File: src/hdl/pgd_pkg.sv
`default_nettype none
// ----------------------------------------------------------------------------
// pgd_pkg
// shared types and constants of the peak ground displacement tracker
// ----------------------------------------------------------------------------
package pgd_pkg;

  // parameter defaults
  localparam int MAX_SAMPLES_DEF   = 4096;
  localparam int POSITION_BITS_DEF = 24;
  localparam int QUEUE_DEPTH       = 2;

  // fixed field widths
  localparam int START_W = 12;
  localparam int BOUND_W = 13;
  localparam int PEAK_W  = 25;
  localparam int IDX_W   = 12;

  // configuration port
  localparam int CFG_AW = 4;
  localparam int CFG_DW = 32;
  localparam logic [1:0] REG_START  = 2'd0;
  localparam logic [1:0] REG_END    = 2'd1;
  localparam logic [1:0] REG_LEADER = 2'd2;
  localparam logic [BOUND_W-1:0] END_RESET = 13'd4096;

  // sample classification
  localparam logic [1:0] OP_NONE = 2'd0;
  localparam logic [1:0] OP_REF  = 2'd1;
  localparam logic [1:0] OP_MEAS = 2'd2;

  typedef struct packed {
    logic [1:0] op;
    logic       last;
    logic       res_ok;
  } ctl_t;

endpackage
`default_nettype wire

File: src/hdl/pgd_front.sv
`default_nettype none
// ----------------------------------------------------------------------------
// pgd_front
// counts samples, finds the reference and classifies each transaction
// ----------------------------------------------------------------------------
module pgd_front #(
  parameter int MAX_SAMPLES   = pgd_pkg::MAX_SAMPLES_DEF,
  parameter int POSITION_BITS = pgd_pkg::POSITION_BITS_DEF,
  parameter int CNT_W         = $clog2(MAX_SAMPLES + 1)
) (
  input  wire                                 clk,
  input  wire                                 rst_n,
  input  wire                                 in_valid,
  output logic                                in_stall,
  input  wire  signed [POSITION_BITS-1:0]     in_up_pos,
  input  wire  signed [POSITION_BITS-1:0]     in_north_pos,
  input  wire  signed [POSITION_BITS-1:0]     in_east_pos,
  input  wire                                 in_sample_valid,
  input  wire                                 in_last_sample,
  input  wire  [pgd_pkg::START_W-1:0]         start_index,
  input  wire  [pgd_pkg::BOUND_W-1:0]         end_index,
  input  wire  [pgd_pkg::BOUND_W-1:0]         leader_limit,
  input  wire                                 q_full,
  output logic                                q_push,
  output pgd_pkg::ctl_t                       q_ctl,
  output logic [CNT_W-1:0]                    q_idx,
  output logic [3*POSITION_BITS-1:0]          q_pos
);
  import pgd_pkg::*;

  localparam int CMP_W = (CNT_W > BOUND_W) ? CNT_W : BOUND_W;

  logic [CNT_W-1:0] cnt_r, cnt_nxt;
  logic             found_r, found_nxt;
  logic [CNT_W-1:0] ref_pos_r, ref_pos_nxt;

  logic [CMP_W-1:0] idx_x, start_x, end_x, leader_x, pos_now_x;
  logic             in_window, ref_hit, meas_hit, found_now;
  logic [CNT_W-1:0] pos_now;

  assign in_stall = q_full;
  assign q_push   = in_valid & ~q_full;

  always_comb begin
    idx_x     = CMP_W'(cnt_r);
    start_x   = CMP_W'(start_index);
    end_x     = CMP_W'(end_index);
    leader_x  = CMP_W'(leader_limit);
    in_window = (cnt_r < CNT_W'(MAX_SAMPLES)) & in_sample_valid;
    // reference: first valid sample at start, or past it while below leader limit
    ref_hit   = in_window & ~found_r & (idx_x >= start_x) &
                ((idx_x == start_x) | (idx_x < leader_x));
    meas_hit  = in_window & found_r & (idx_x < end_x);
    found_now = found_r | ref_hit;
    pos_now   = ref_hit ? cnt_r : ref_pos_r;
    pos_now_x = CMP_W'(pos_now);

    q_ctl.op     = ref_hit ? OP_REF : (meas_hit ? OP_MEAS : OP_NONE);
    q_ctl.last   = in_last_sample;
    q_ctl.res_ok = found_now & (pos_now_x < end_x);
    q_idx        = cnt_r;
    q_pos        = {in_up_pos, in_north_pos, in_east_pos};

    cnt_nxt     = cnt_r;
    found_nxt   = found_r;
    ref_pos_nxt = ref_pos_r;
    if (q_push) begin
      if (in_last_sample) begin
        cnt_nxt     = '0;
        found_nxt   = 1'b0;
        ref_pos_nxt = '0;
      end else begin
        if (cnt_r < CNT_W'(MAX_SAMPLES)) cnt_nxt = cnt_r + CNT_W'(1);
        found_nxt   = found_now;
        ref_pos_nxt = pos_now;
      end
    end
  end

  always_ff @(posedge clk) begin
    if (!rst_n) begin
      cnt_r     <= '0;
      found_r   <= 1'b0;
      ref_pos_r <= '0;
    end else begin
      cnt_r     <= cnt_nxt;
      found_r   <= found_nxt;
      ref_pos_r <= ref_pos_nxt;
    end
  end

endmodule
`default_nettype wire

File: src/hdl/pgd_queue.sv
`default_nettype none
// ----------------------------------------------------------------------------
// pgd_queue
// short command queue between the classifier and the distance engine
// ----------------------------------------------------------------------------
module pgd_queue #(
  parameter int W     = 8,
  parameter int DEPTH = pgd_pkg::QUEUE_DEPTH
) (
  input  wire          clk,
  input  wire          rst_n,
  input  wire          push,
  input  wire [W-1:0]  wdata,
  output logic         full,
  input  wire          pop,
  output logic         nempty,
  output logic [W-1:0] rdata
);
  import pgd_pkg::*;

  localparam int PW = (DEPTH > 1) ? $clog2(DEPTH) : 1;
  localparam int CW = $clog2(DEPTH + 1);

  logic [W-1:0]  mem [DEPTH];
  logic [PW-1:0] wr_ptr_r, rd_ptr_r;
  logic [CW-1:0] count_r;

  assign full   = (count_r == CW'(DEPTH));
  assign nempty = (count_r != '0);
  assign rdata  = mem[rd_ptr_r];

  always_ff @(posedge clk) begin
    if (push) mem[wr_ptr_r] <= wdata;
  end

  always_ff @(posedge clk) begin
    if (!rst_n) begin
      wr_ptr_r <= '0;
      rd_ptr_r <= '0;
      count_r  <= '0;
    end else begin
      if (push) wr_ptr_r <= (wr_ptr_r == PW'(DEPTH - 1)) ? '0 : wr_ptr_r + PW'(1);
      if (pop)  rd_ptr_r <= (rd_ptr_r == PW'(DEPTH - 1)) ? '0 : rd_ptr_r + PW'(1);
      if (push && !pop)      count_r <= count_r + CW'(1);
      else if (pop && !push) count_r <= count_r - CW'(1);
    end
  end

endmodule
`default_nettype wire

File: src/hdl/pgd_back.sv
`default_nettype none
// ----------------------------------------------------------------------------
// pgd_back
// squared distance over a shared multiplier, peak tracking, square root
// ----------------------------------------------------------------------------
module pgd_back #(
  parameter int POSITION_BITS = pgd_pkg::POSITION_BITS_DEF,
  parameter int CNT_W         = 13
) (
  input  wire                              clk,
  input  wire                              rst_n,
  input  wire                              q_nempty,
  output logic                             q_pop,
  input  pgd_pkg::ctl_t                    q_ctl,
  input  wire  [CNT_W-1:0]                 q_idx,
  input  wire  [3*POSITION_BITS-1:0]       q_pos,
  output logic                             out_valid,
  input  wire                              out_stall,
  output logic                             out_result_valid,
  output logic [pgd_pkg::PEAK_W-1:0]       out_peak_displacement,
  output logic [pgd_pkg::IDX_W-1:0]        out_reference_index,
  output logic [pgd_pkg::IDX_W-1:0]        out_peak_index
);
  import pgd_pkg::*;

  localparam int P       = POSITION_BITS;
  localparam int MAG_W   = P + 1;
  localparam int PROD_W  = 2 * MAG_W;
  localparam int SQ_W    = 2 * P + 3;
  localparam int SQ_ITER = (SQ_W + 1) / 2;

  localparam logic [2:0] S_IDLE = 3'd0;
  localparam logic [2:0] S_MAG  = 3'd1;
  localparam logic [2:0] S_CMP  = 3'd2;
  localparam logic [2:0] S_FIN  = 3'd3;
  localparam logic [2:0] S_SQRT = 3'd4;
  localparam logic [2:0] S_OUT  = 3'd5;

  localparam logic [2:0] STEP_EAST = 3'd2;
  localparam logic [2:0] STEP_LAST = 3'd4;

  logic [2:0]       state_r;
  logic [2:0]       step_r;
  logic             last_r, ok_r;
  logic [CNT_W-1:0] idx_r;

  logic signed [P-1:0] cur_u_r, cur_n_r, cur_e_r;
  logic signed [P-1:0] ref_u_r, ref_n_r, ref_e_r;
  logic [CNT_W-1:0]    ref_pos_r, best_pos_r;
  logic [SQ_W-1:0]     best_r, acc_r;
  logic [MAG_W-1:0]    mag_r;
  logic [PROD_W-1:0]   prod_r;
  logic [SQ_W-1:0]     rem_r, root_r, bit_r;

  logic                out_valid_r, out_valid_nxt, out_res_r;
  logic [PEAK_W-1:0]   out_peak_r;
  logic [IDX_W-1:0]    out_ref_r, out_pk_r;

  logic signed [P-1:0]     sel_cur, sel_ref;
  logic signed [MAG_W-1:0] diff;
  logic [MAG_W-1:0]        mag;
  logic [SQ_W-1:0]         trial;
  logic                    out_free;

  assign q_pop    = (state_r == S_IDLE) & q_nempty;
  assign out_free = ~out_valid_r | ~out_stall;

  always_comb begin
    case (step_r)
      3'd0: begin
        sel_cur = cur_u_r;
        sel_ref = ref_u_r;
      end
      3'd1: begin
        sel_cur = cur_n_r;
        sel_ref = ref_n_r;
      end
      default: begin
        sel_cur = cur_e_r;
        sel_ref = ref_e_r;
      end
    endcase
    diff  = MAG_W'(sel_cur) - MAG_W'(sel_ref);
    mag   = diff[MAG_W-1] ? MAG_W'(-diff) : MAG_W'(diff);
    trial = root_r + bit_r;
  end

  // output valid drops once taken and rises when a new result is loaded
  always_comb begin
    out_valid_nxt = out_valid_r & out_stall;
    if ((state_r == S_OUT) && out_free) out_valid_nxt = 1'b1;
  end

  always_ff @(posedge clk) begin
    if (!rst_n) begin
      state_r     <= S_IDLE;
      step_r      <= '0;
      out_valid_r <= 1'b0;
    end else begin
      out_valid_r <= out_valid_nxt;
      case (state_r)
        S_IDLE: begin
          if (q_nempty) begin
            step_r <= '0;
            if (q_ctl.op == OP_MEAS) begin
              state_r <= S_MAG;
            end else if (q_ctl.last) begin
              state_r <= S_FIN;
            end
          end
        end
        S_MAG: begin
          step_r <= step_r + 3'd1;
          if (step_r == STEP_LAST) state_r <= S_CMP;
        end
        S_CMP: begin
          state_r <= last_r ? S_FIN : S_IDLE;
        end
        S_FIN: begin
          state_r <= S_SQRT;
        end
        S_SQRT: begin
          if (bit_r == SQ_W'(1)) state_r <= S_OUT;
        end
        S_OUT: begin
          if (out_free) state_r <= S_IDLE;
        end
        default: state_r <= S_IDLE;
      endcase
    end
  end

  // datapath, no reset needed
  always_ff @(posedge clk) begin
    case (state_r)
      S_IDLE: begin
        if (q_nempty) begin
          last_r  <= q_ctl.last;
          ok_r    <= q_ctl.res_ok;
          idx_r   <= q_idx;
          cur_u_r <= q_pos[3*P-1:2*P];
          cur_n_r <= q_pos[2*P-1:P];
          cur_e_r <= q_pos[P-1:0];
          acc_r   <= '0;
          if (q_ctl.op == OP_REF) begin
            ref_u_r    <= q_pos[3*P-1:2*P];
            ref_n_r    <= q_pos[2*P-1:P];
            ref_e_r    <= q_pos[P-1:0];
            ref_pos_r  <= q_idx;
            best_r     <= '0;
            best_pos_r <= q_idx;
          end
        end
      end
      S_MAG: begin
        // magnitude, square and accumulate overlap across the three channels
        if (step_r <= STEP_EAST) mag_r <= mag;
        if (step_r != 3'd0 && step_r <= 3'd3) prod_r <= mag_r * mag_r;
        if (step_r >= STEP_EAST) acc_r <= acc_r + SQ_W'(prod_r);
      end
      S_CMP: begin
        if (acc_r > best_r) begin
          best_r     <= acc_r;
          best_pos_r <= idx_r;
        end
      end
      S_FIN: begin
        rem_r  <= best_r;
        root_r <= '0;
        bit_r  <= SQ_W'(1) << (2 * (SQ_ITER - 1));
      end
      S_SQRT: begin
        if (rem_r >= trial) begin
          rem_r  <= rem_r - trial;
          root_r <= (root_r >> 1) + bit_r;
        end else begin
          root_r <= root_r >> 1;
        end
        bit_r <= bit_r >> 2;
      end
      S_OUT: begin
        if (out_free) begin
          out_res_r  <= ok_r;
          out_peak_r <= ok_r ? PEAK_W'(root_r) : '0;
          out_ref_r  <= ok_r ? IDX_W'(ref_pos_r) : '0;
          out_pk_r   <= ok_r ? IDX_W'(best_pos_r) : '0;
        end
      end
      default: begin
      end
    endcase
  end

  assign out_valid             = out_valid_r;
  assign out_result_valid      = out_res_r;
  assign out_peak_displacement = out_peak_r;
  assign out_reference_index   = out_ref_r;
  assign out_peak_index        = out_pk_r;

endmodule
`default_nettype wire

File: src/hdl/peak_ground_displacement_tracker.sv
`default_nettype none
// ----------------------------------------------------------------------------
// peak_ground_displacement_tracker
// peak displacement from a reference over a window of three-channel samples
// ----------------------------------------------------------------------------
// throughput: a measured sample holds the back end for the three passes through
//   the shared multiplier plus the peak compare before the next one is taken
// latency: after the last sample is taken it passes the queue, the distance steps
//   when that sample is measured, the one-bit-per-cycle square root and the
//   output register
// reset: synchronous, active low; window state, queue and output valid cleared,
//   registers return to start 0, end 4096, leader limit 0
// ----------------------------------------------------------------------------
module peak_ground_displacement_tracker #(
  parameter int MAX_SAMPLES   = pgd_pkg::MAX_SAMPLES_DEF,
  parameter int POSITION_BITS = pgd_pkg::POSITION_BITS_DEF
) (
  input  wire                              clk,
  input  wire                              rst_n,
  // input channel
  input  wire                              in_valid,
  output logic                             in_stall,
  input  wire  signed [POSITION_BITS-1:0]  in_up_pos,
  input  wire  signed [POSITION_BITS-1:0]  in_north_pos,
  input  wire  signed [POSITION_BITS-1:0]  in_east_pos,
  input  wire                              in_sample_valid,
  input  wire                              in_last_sample,
  // result channel
  output logic                             out_valid,
  input  wire                              out_stall,
  output logic                             out_result_valid,
  output logic [pgd_pkg::PEAK_W-1:0]       out_peak_displacement,
  output logic [pgd_pkg::IDX_W-1:0]        out_reference_index,
  output logic [pgd_pkg::IDX_W-1:0]        out_peak_index,
  // configuration port
  input  wire                              psel,
  input  wire                              penable,
  input  wire                              pwrite,
  input  wire  [pgd_pkg::CFG_AW-1:0]       paddr,
  input  wire  [pgd_pkg::CFG_DW-1:0]       pwdata,
  output logic [pgd_pkg::CFG_DW-1:0]       prdata,
  output logic                             pready
);
  import pgd_pkg::*;

  localparam int CNT_W = $clog2(MAX_SAMPLES + 1);
  localparam int CTL_W = $bits(ctl_t);
  localparam int POS_W = 3 * POSITION_BITS;
  localparam int Q_W   = CTL_W + CNT_W + POS_W;

  // configuration registers
  logic [START_W-1:0] start_r;
  logic [BOUND_W-1:0] end_r, leader_r;
  logic               cfg_wr;
  logic [1:0]         cfg_sel;

  assign pready  = 1'b1;
  assign cfg_sel = paddr[3:2];
  assign cfg_wr  = psel & penable & pwrite;

  always_ff @(posedge clk) begin
    if (!rst_n) begin
      start_r  <= '0;
      end_r    <= END_RESET;
      leader_r <= '0;
    end else if (cfg_wr) begin
      case (cfg_sel)
        REG_START:  start_r  <= pwdata[START_W-1:0];
        REG_END:    end_r    <= pwdata[BOUND_W-1:0];
        REG_LEADER: leader_r <= pwdata[BOUND_W-1:0];
        default: begin
        end
      endcase
    end
  end

  always_comb begin
    case (cfg_sel)
      REG_START:  prdata = CFG_DW'(start_r);
      REG_END:    prdata = CFG_DW'(end_r);
      REG_LEADER: prdata = CFG_DW'(leader_r);
      default:    prdata = '0;
    endcase
  end

  // front: sample counting, reference search, classification
  logic               q_push, q_full, q_pop, q_nempty;
  ctl_t               f_ctl, b_ctl;
  logic [CNT_W-1:0]   f_idx, b_idx;
  logic [POS_W-1:0]   f_pos, b_pos;
  logic [Q_W-1:0]     q_rdata;

  pgd_front #(
    .MAX_SAMPLES   (MAX_SAMPLES),
    .POSITION_BITS (POSITION_BITS),
    .CNT_W         (CNT_W)
  ) u_front (
    .clk             (clk),
    .rst_n           (rst_n),
    .in_valid        (in_valid),
    .in_stall        (in_stall),
    .in_up_pos       (in_up_pos),
    .in_north_pos    (in_north_pos),
    .in_east_pos     (in_east_pos),
    .in_sample_valid (in_sample_valid),
    .in_last_sample  (in_last_sample),
    .start_index     (start_r),
    .end_index       (end_r),
    .leader_limit    (leader_r),
    .q_full          (q_full),
    .q_push          (q_push),
    .q_ctl           (f_ctl),
    .q_idx           (f_idx),
    .q_pos           (f_pos)
  );

  // command queue decouples the classifier from the multiplier sequence
  pgd_queue #(
    .W     (Q_W),
    .DEPTH (QUEUE_DEPTH)
  ) u_queue (
    .clk    (clk),
    .rst_n  (rst_n),
    .push   (q_push),
    .wdata  ({f_ctl, f_idx, f_pos}),
    .full   (q_full),
    .pop    (q_pop),
    .nempty (q_nempty),
    .rdata  (q_rdata)
  );

  assign b_ctl = ctl_t'(q_rdata[Q_W-1 -: CTL_W]);
  assign b_idx = q_rdata[POS_W +: CNT_W];
  assign b_pos = q_rdata[POS_W-1:0];

  // back: distance, peak tracking, square root and output register
  pgd_back #(
    .POSITION_BITS (POSITION_BITS),
    .CNT_W         (CNT_W)
  ) u_back (
    .clk                   (clk),
    .rst_n                 (rst_n),
    .q_nempty              (q_nempty),
    .q_pop                 (q_pop),
    .q_ctl                 (b_ctl),
    .q_idx                 (b_idx),
    .q_pos                 (b_pos),
    .out_valid             (out_valid),
    .out_stall             (out_stall),
    .out_result_valid      (out_result_valid),
    .out_peak_displacement (out_peak_displacement),
    .out_reference_index   (out_reference_index),
    .out_peak_index        (out_peak_index)
  );

endmodule
`default_nettype wire

File: config.mk
export PLATFORM = sky130hd
export DESIGN_NAME = peak_ground_displacement_tracker
export DESIGN_NICKNAME = d
export VERILOG_FILES = /design/src/hdl/pgd_pkg.sv /design/src/hdl/pgd_front.sv /design/src/hdl/pgd_queue.sv /design/src/hdl/pgd_back.sv /design/src/hdl/peak_ground_displacement_tracker.sv
export SDC_FILE = /design/constraint.sdc
export NUM_CORES = 2
export LEC_CHECK = 0
export ABC_AREA = 1
export BUFFER_PORTS_ARGS = -buffer_cell sky130_fd_sc_hd__buf_2
export CAP_MARGIN = 15
export CORE_ASPECT_RATIO = 0.7
export CORE_MARGIN = 2
export CORE_UTILIZATION = 55
export DETAILED_ROUTE_END_ITERATION = 7
export GPL_TIMING_DRIVEN = 1
export PLACE_DENSITY_LB_ADDON = 0.15
export SKIP_CTS_REPAIR_TIMING = 1
export SYNTH_ARGS = -nofsm -noshare
export SYNTH_HDL_FRONTEND = slang
export SYNTH_SLANG_ARGS = --single-unit
File: constraint.sdc
create_clock -name clk -period 6.93 [get_ports clk]
set_input_delay 0.693 -clock clk [delete_from_list [all_inputs] [get_ports clk]]
set_output_delay 0.693 -clock clk [all_outputs]
set_load 0.005 [all_outputs]
==> report_table.html <==
<table>
<tr><th>Metric</th><th>Value</th></tr>
<tr><th colspan="2">Worst setup path</th></tr>
<tr><td>Critical Path RT</td><td>7.38 ns</td></tr>
<tr><td>Most repeated library cell on the critical path</td><td>sky130_fd_sc_hd__fa_1</td></tr>
<tr><td>Element type at the critical path end</td><td>flip-flop</td></tr>
<tr><td>Setup Crit Path Kind</td><td>flip-flop to flip-flop</td></tr>
<tr><td>Buffering stage count on the worst path with inverters included</td><td>4</td></tr>
<tr><td>Worst EP arrival</td><td>7.20 ns</td></tr>
<tr><td>Largest stage delay on the critical path</td><td>0.60 ns</td></tr>
<tr><td>Kind of cell adding the most delay to the critical path</td><td>adder cells</td></tr>
<tr><td>Slowest-stage cell, CP</td><td>sky130_fd_sc_hd__fa_1</td></tr>
<tr><td>Max FO, Critical Path</td><td>14</td></tr>
<tr><td>Cell chain of the critical path</td><td>buf_6 -&gt; nand2_1 -&gt; inv_1 -&gt; fa_1 -&gt; fa_1 -&gt; fa_1 -&gt; inv_1 -&gt; fa_1 -&gt; inv_1 -&gt; fa_1 -&gt; fa_1 -&gt; fa_1 -&gt; ha_2 -&gt; a21oi_1 -&gt; o21ai_0 -&gt; a21oi_1 -&gt; o21ai_1 -&gt; nand2_1 -&gt; nand3_1 -&gt; xor2_2</td></tr>
<tr><td>Worst Setup Start Kind</td><td>flip-flop</td></tr>
<tr><th colspan="2">Cells and area</th></tr>
<tr><td>Total of fill cells in the finished design</td><td>10,416</td></tr>
<tr><td>Post-Layout Inst Area</td><td>a little over 70,000 um2</td></tr>
<tr><td>Fraction of final layout cells with drive strength greater than 1</td><td>7.19%</td></tr>
<tr><td>Layout-stage area growth over the synthesis result</td><td>9.26%</td></tr>
<tr><td>Sequential cell area</td><td>22,900 um2</td></tr>
<tr><td>Area occupied by multi-input gates</td><td>about 36,000 um2</td></tr>
<tr><td>Count of nets after finishing</td><td>8,939</td></tr>
<tr><th colspan="2">Floorplanning</th></tr>
<tr><td>Width of the chip</td><td>415 um</td></tr>
<tr><td>Die area</td><td>121,000 um2</td></tr>
<tr><td>Effective utilization at floorplan</td><td>55.5%</td></tr>
<tr><td>Core Box Area</td><td>117,000 um2</td></tr>
<tr><td>Top Ports</td><td>202</td></tr>
<tr><td>Placement row count</td><td>105</td></tr>
<tr><td>DIE HEIGHT</td><td>292 um</td></tr>
<tr><th colspan="2">Synth</th></tr>
<tr><td>Post-synth top area cell</td><td>sky130_fd_sc_hd__edfxtp_1</td></tr>
<tr><td>Fraction of registers with async set or reset after synthesis</td><td>0%</td></tr>
<tr><td>Dominant combinational cell family by area after synthesis</td><td>adder cells</td></tr>
<tr><td>Most common flop cell mapped by yosys</td><td>sky130_fd_sc_hd__edfxtp_1</td></tr>
<tr><td>Combined area of all synthesized cells</td><td>65,100 um2</td></tr>
<tr><td>Area share of the largest cell type after synthesis</td><td>32.8%</td></tr>
<tr><td>Largest cells by area after synthesis</td><td>sky130_fd_sc_hd__edfxtp_1 (33%), sky130_fd_sc_hd__fa_1 (14%), sky130_fd_sc_hd__inv_1 (9.1%), sky130_fd_sc_hd__nand2_1 (9.1%), sky130_fd_sc_hd__ha_1 (9.0%)</td></tr>
<tr><td>Count of mapped cells out of synthesis</td><td>just under 8,000</td></tr>
<tr><td>Average size of a mapped cell</td><td>8.47 um2</td></tr>
<tr><td>Adder and majority cell fraction of the synthesized area</td><td>23.4%</td></tr>
<tr><td>Synth cell types</td><td>between 60 and 70</td></tr>
<tr><td>Post-synthesis sequential element count</td><td>a little under 800</td></tr>
<tr><td>Synthesized-area fraction occupied by ao, oa, aoi and oai cells</td><td>9.74%</td></tr>
<tr><td>Synthesized-area fraction occupied by xor and xnor cells</td><td>2.28%</td></tr>
<tr><td>Number of synthesis warnings</td><td>0</td></tr>
<tr><td>Count of flip-flops with a built-in enable after synthesis</td><td>712</td></tr>
<tr><td>Fraction of synthesized area in multiplexers</td><td>around 1.5%</td></tr>
<tr><td>Share of the yosys chip area belonging to registers</td><td>35.2%</td></tr>
<tr><td>Share of synthesized cell area in and, or, nand and nor gates</td><td>between 10% and 20%</td></tr>
<tr><th colspan="2">Placement</th></tr>
<tr><td>Placed inst area</td><td>a little under 70,000 um2</td></tr>
<tr><td>HPWL after DPL</td><td>148 mm</td></tr>
<tr><td>Placer congestion estimate</td><td>0.975</td></tr>
<tr><td>Buffers added on ports</td><td>160</td></tr>
<tr><th colspan="2">Global routing</th></tr>
<tr><td>Initial antenna violation count</td><td>12</td></tr>
<tr><td>Largest net degree at the start of global routing</td><td>96</td></tr>
<tr><td>Via count of the first global-routing pass</td><td>50,185</td></tr>
<tr><td>Total track usage</td><td>30.7%</td></tr>
<tr><td>Wire length of the first global-routing pass</td><td>288 mm</td></tr>
<tr><td>Global route total overflow</td><td>0</td></tr>
<tr><th colspan="2">CTS</th></tr>
<tr><td>Worst-skew pair later-pin latency</td><td>0.73 ns</td></tr>
<tr><td>Clock slew seen by the registers of the worst setup and hold paths</td><td>0.07 ns</td></tr>
<tr><td>TritonCTS clock tree</td><td>done</td></tr>
<tr><td>Clock Tree Root</td><td>sky130_fd_sc_hd__clkbuf_16</td></tr>
<tr><td>Clock buffers created by TritonCTS</td><td>84</td></tr>
<tr><td>Maximum number of buffers from clock root to sink</td><td>3</td></tr>
<tr><td>TritonCTS sink count</td><td>~800</td></tr>
<tr><td>Clock H-tree levels</td><td>3</td></tr>
<tr><th colspan="2">Run</th></tr>
<tr><td>Count of maximum capacitance violations</td><td>0</td></tr>
<tr><th colspan="2">Timing</th></tr>
<tr><td>Part of the cycle the worst path needs</td><td>97.4%</td></tr>
<tr><td>Final hold violation count</td><td>0</td></tr>
<tr><td>Highest attainable clock frequency</td><td>148 MHz</td></tr>
<tr><td>RSZ-0062 raised after global routing</td><td>true</td></tr>
<tr><td># setup viols final</td><td>0</td></tr>
<tr><td>Final-report max-slew violation count</td><td>0</td></tr>
<tr><td>Normalized max-slew margin</td><td>between 10% and 20%</td></tr>
<tr><td>Period minus WS final</td><td>6.75 ns</td></tr>
<tr><td>Worst Tran Pin Value</td><td>1.22 ns</td></tr>
<tr><td>Clock Skews</td><td>approximately 0.038 ns</td></tr>
<tr><th colspan="2">Detailed routing</th></tr>
<tr><td>Average detailed-routed wire length per instance</td><td>19.6 um</td></tr>
<tr><td>Starting DRT DRC Count</td><td>roughly 5,000</td></tr>
<tr><td>DRC violations left</td><td>0</td></tr>
<tr><td>Post-Route WL</td><td>186 mm</td></tr>
<tr><td>Number of vias after detailed routing</td><td>52,012</td></tr>
<tr><td>Post-DR vias/cell</td><td>approximately 5.5</td></tr>
<tr><td>Remaining antenna violation count</td><td>0</td></tr>
<tr><td>First-pass DRT Iterations</td><td>6</td></tr>
<tr><th colspan="2">Hold path</th></tr>
<tr><td>Kind of path behind the tightest hold check</td><td>primary input to flip-flop</td></tr>
<tr><th colspan="2">Run status</th></tr>
<tr><td>Result of the run</td><td>completed</td></tr>
</table>
==> layer usage <==
metal	global-route usage, %	share of wire (%)	up-vias
met5	0.315	0.029	-
met4	7.70	2.4	2
met1	45.8	46	24860
met3	4.99	8.1	244
li1	-	-	25094
met2	46.8	44	1812
==> final cells by class <==
type                       count  share of cell area (%)
clock inverter                44                   0.784
timing repair buffer         292                    2.68
clock buffer                 108                    3.11
multi-input combinational   5125                    50.0
inverter                    1592                    8.41
tap                         1551                    2.73
antenna                        5                  0.0176
sequential                   789                    32.2
==> Yosys cell counts (all sizes together) (74+ instances only) <==
library cell,n
inv,1590
nand2,1575
nor2,718
edfxtp,712
ha,470
fa,468
a21oi,464
o21ai,449
nand3,290
clkbuf,158
xor2,93
mux2,86
dfxtp,77
xnor2,74
==> cell usage in the layout, fill, tap and decap left out, types with 66 or more instances in the layout <==
cell type                   count
sky130_fd_sc_hd__ha_1         467
sky130_fd_sc_hd__nand4_1       66
sky130_fd_sc_hd__nor2_1       707
sky130_fd_sc_hd__a21oi_1      455
sky130_fd_sc_hd__fa_1         468
sky130_fd_sc_hd__nor3_1        68
sky130_fd_sc_hd__nand3_1      287
sky130_fd_sc_hd__buf_2        160
sky130_fd_sc_hd__o21ai_0      430
sky130_fd_sc_hd__inv_1       1583
sky130_fd_sc_hd__buf_4        120
sky130_fd_sc_hd__clkbuf_16     84
sky130_fd_sc_hd__edfxtp_1     712
sky130_fd_sc_hd__nand2_1     1569
sky130_fd_sc_hd__xor2_1        89
sky130_fd_sc_hd__xnor2_1       74
sky130_fd_sc_hd__mux2_2        86
sky130_fd_sc_hd__dfxtp_1       76
==> state kept, by name, indices dropped and copies added, names as in the netlist, 26 cells and up, named ones only <==
name / flops
u_back.root_r: 51
u_back.prod_r: 49
u_back.bit_r: 26
u_back.acc_r: 51
u_back.best_r: 51
u_queue.mem: 176
u_back.rem_r: 51
==> logic make-up (layout without fill, tap and decap cells) <==
| kind of cell | count (synthesis) | after routing |
|---|---|---|
| simple gates | 2778 | 2778 |
| buf+inv | 1791 | 2036 |
| compound gates | 1134 | 1134 |
| fa+ha+maj | 938 | 938 |
| flops | 789 | 789 |
| xor+xnor | 167 | 167 |
| mux | 88 | 88 |
| other cells | 2 | 25 |
==> final timing paths <==
path	from	end	slack [ns]	cells after the start
max reg2reg	u_back.mag_r[17]	u_back.prod_r[39]	0.18	20
max	u_back.mag_r[17]	u_back.prod_r[39]	0.18	20
min reg2reg	u_queue.rd_ptr_r	flip-flop	0.44	1
min	in_up_pos[4]	u_queue.mem[1][52]	0.15	1
==> worst reg2reg max path, cell delays in order (launching register included) <==
cell,delay (ns)
sky130_fd_sc_hd__edfxtp_1,0.55
sky130_fd_sc_hd__buf_6,0.25
sky130_fd_sc_hd__nand2_1,0.09
sky130_fd_sc_hd__inv_1,0.05
sky130_fd_sc_hd__fa_1,0.60
sky130_fd_sc_hd__fa_1,0.51
sky130_fd_sc_hd__fa_1,0.56
sky130_fd_sc_hd__inv_1,0.05
sky130_fd_sc_hd__fa_1,0.50
sky130_fd_sc_hd__inv_1,0.06
sky130_fd_sc_hd__fa_1,0.55
sky130_fd_sc_hd__fa_1,0.43
sky130_fd_sc_hd__fa_1,0.60
sky130_fd_sc_hd__ha_2,0.36
sky130_fd_sc_hd__a21oi_1,0.32
sky130_fd_sc_hd__o21ai_0,0.19
sky130_fd_sc_hd__a21oi_1,0.24
sky130_fd_sc_hd__o21ai_1,0.13
sky130_fd_sc_hd__nand2_1,0.08
sky130_fd_sc_hd__nand3_1,0.14
sky130_fd_sc_hd__xor2_2,0.20
==> through the flow <==
stage | setup slack (ns) | instances | utilization, % | hold WS, ns | TNS, ns
6_report | 0.178 | 9506 | 60.6 | 0.153 | 0
5_1_grt | -0.0538 | 9504 | 60.6 | 0.125 | -0.146
4_1_cts | 0.114 | 9486 | 60.4 | 0.100 | 0
3_5_place_dp | 0.181 | 9334 | 58.0 | 0.428 | 0
3_3_place_gp | 0.169 | 9334 | 58.0 | 0.423 | 0
2_1_floorplan | 0.507 | 7705 | - | 0.424 | 0
Power is left out: the tool's default activity adds up to more than one toggle a clock period on the data nets, which glitch-free logic cannot reach.
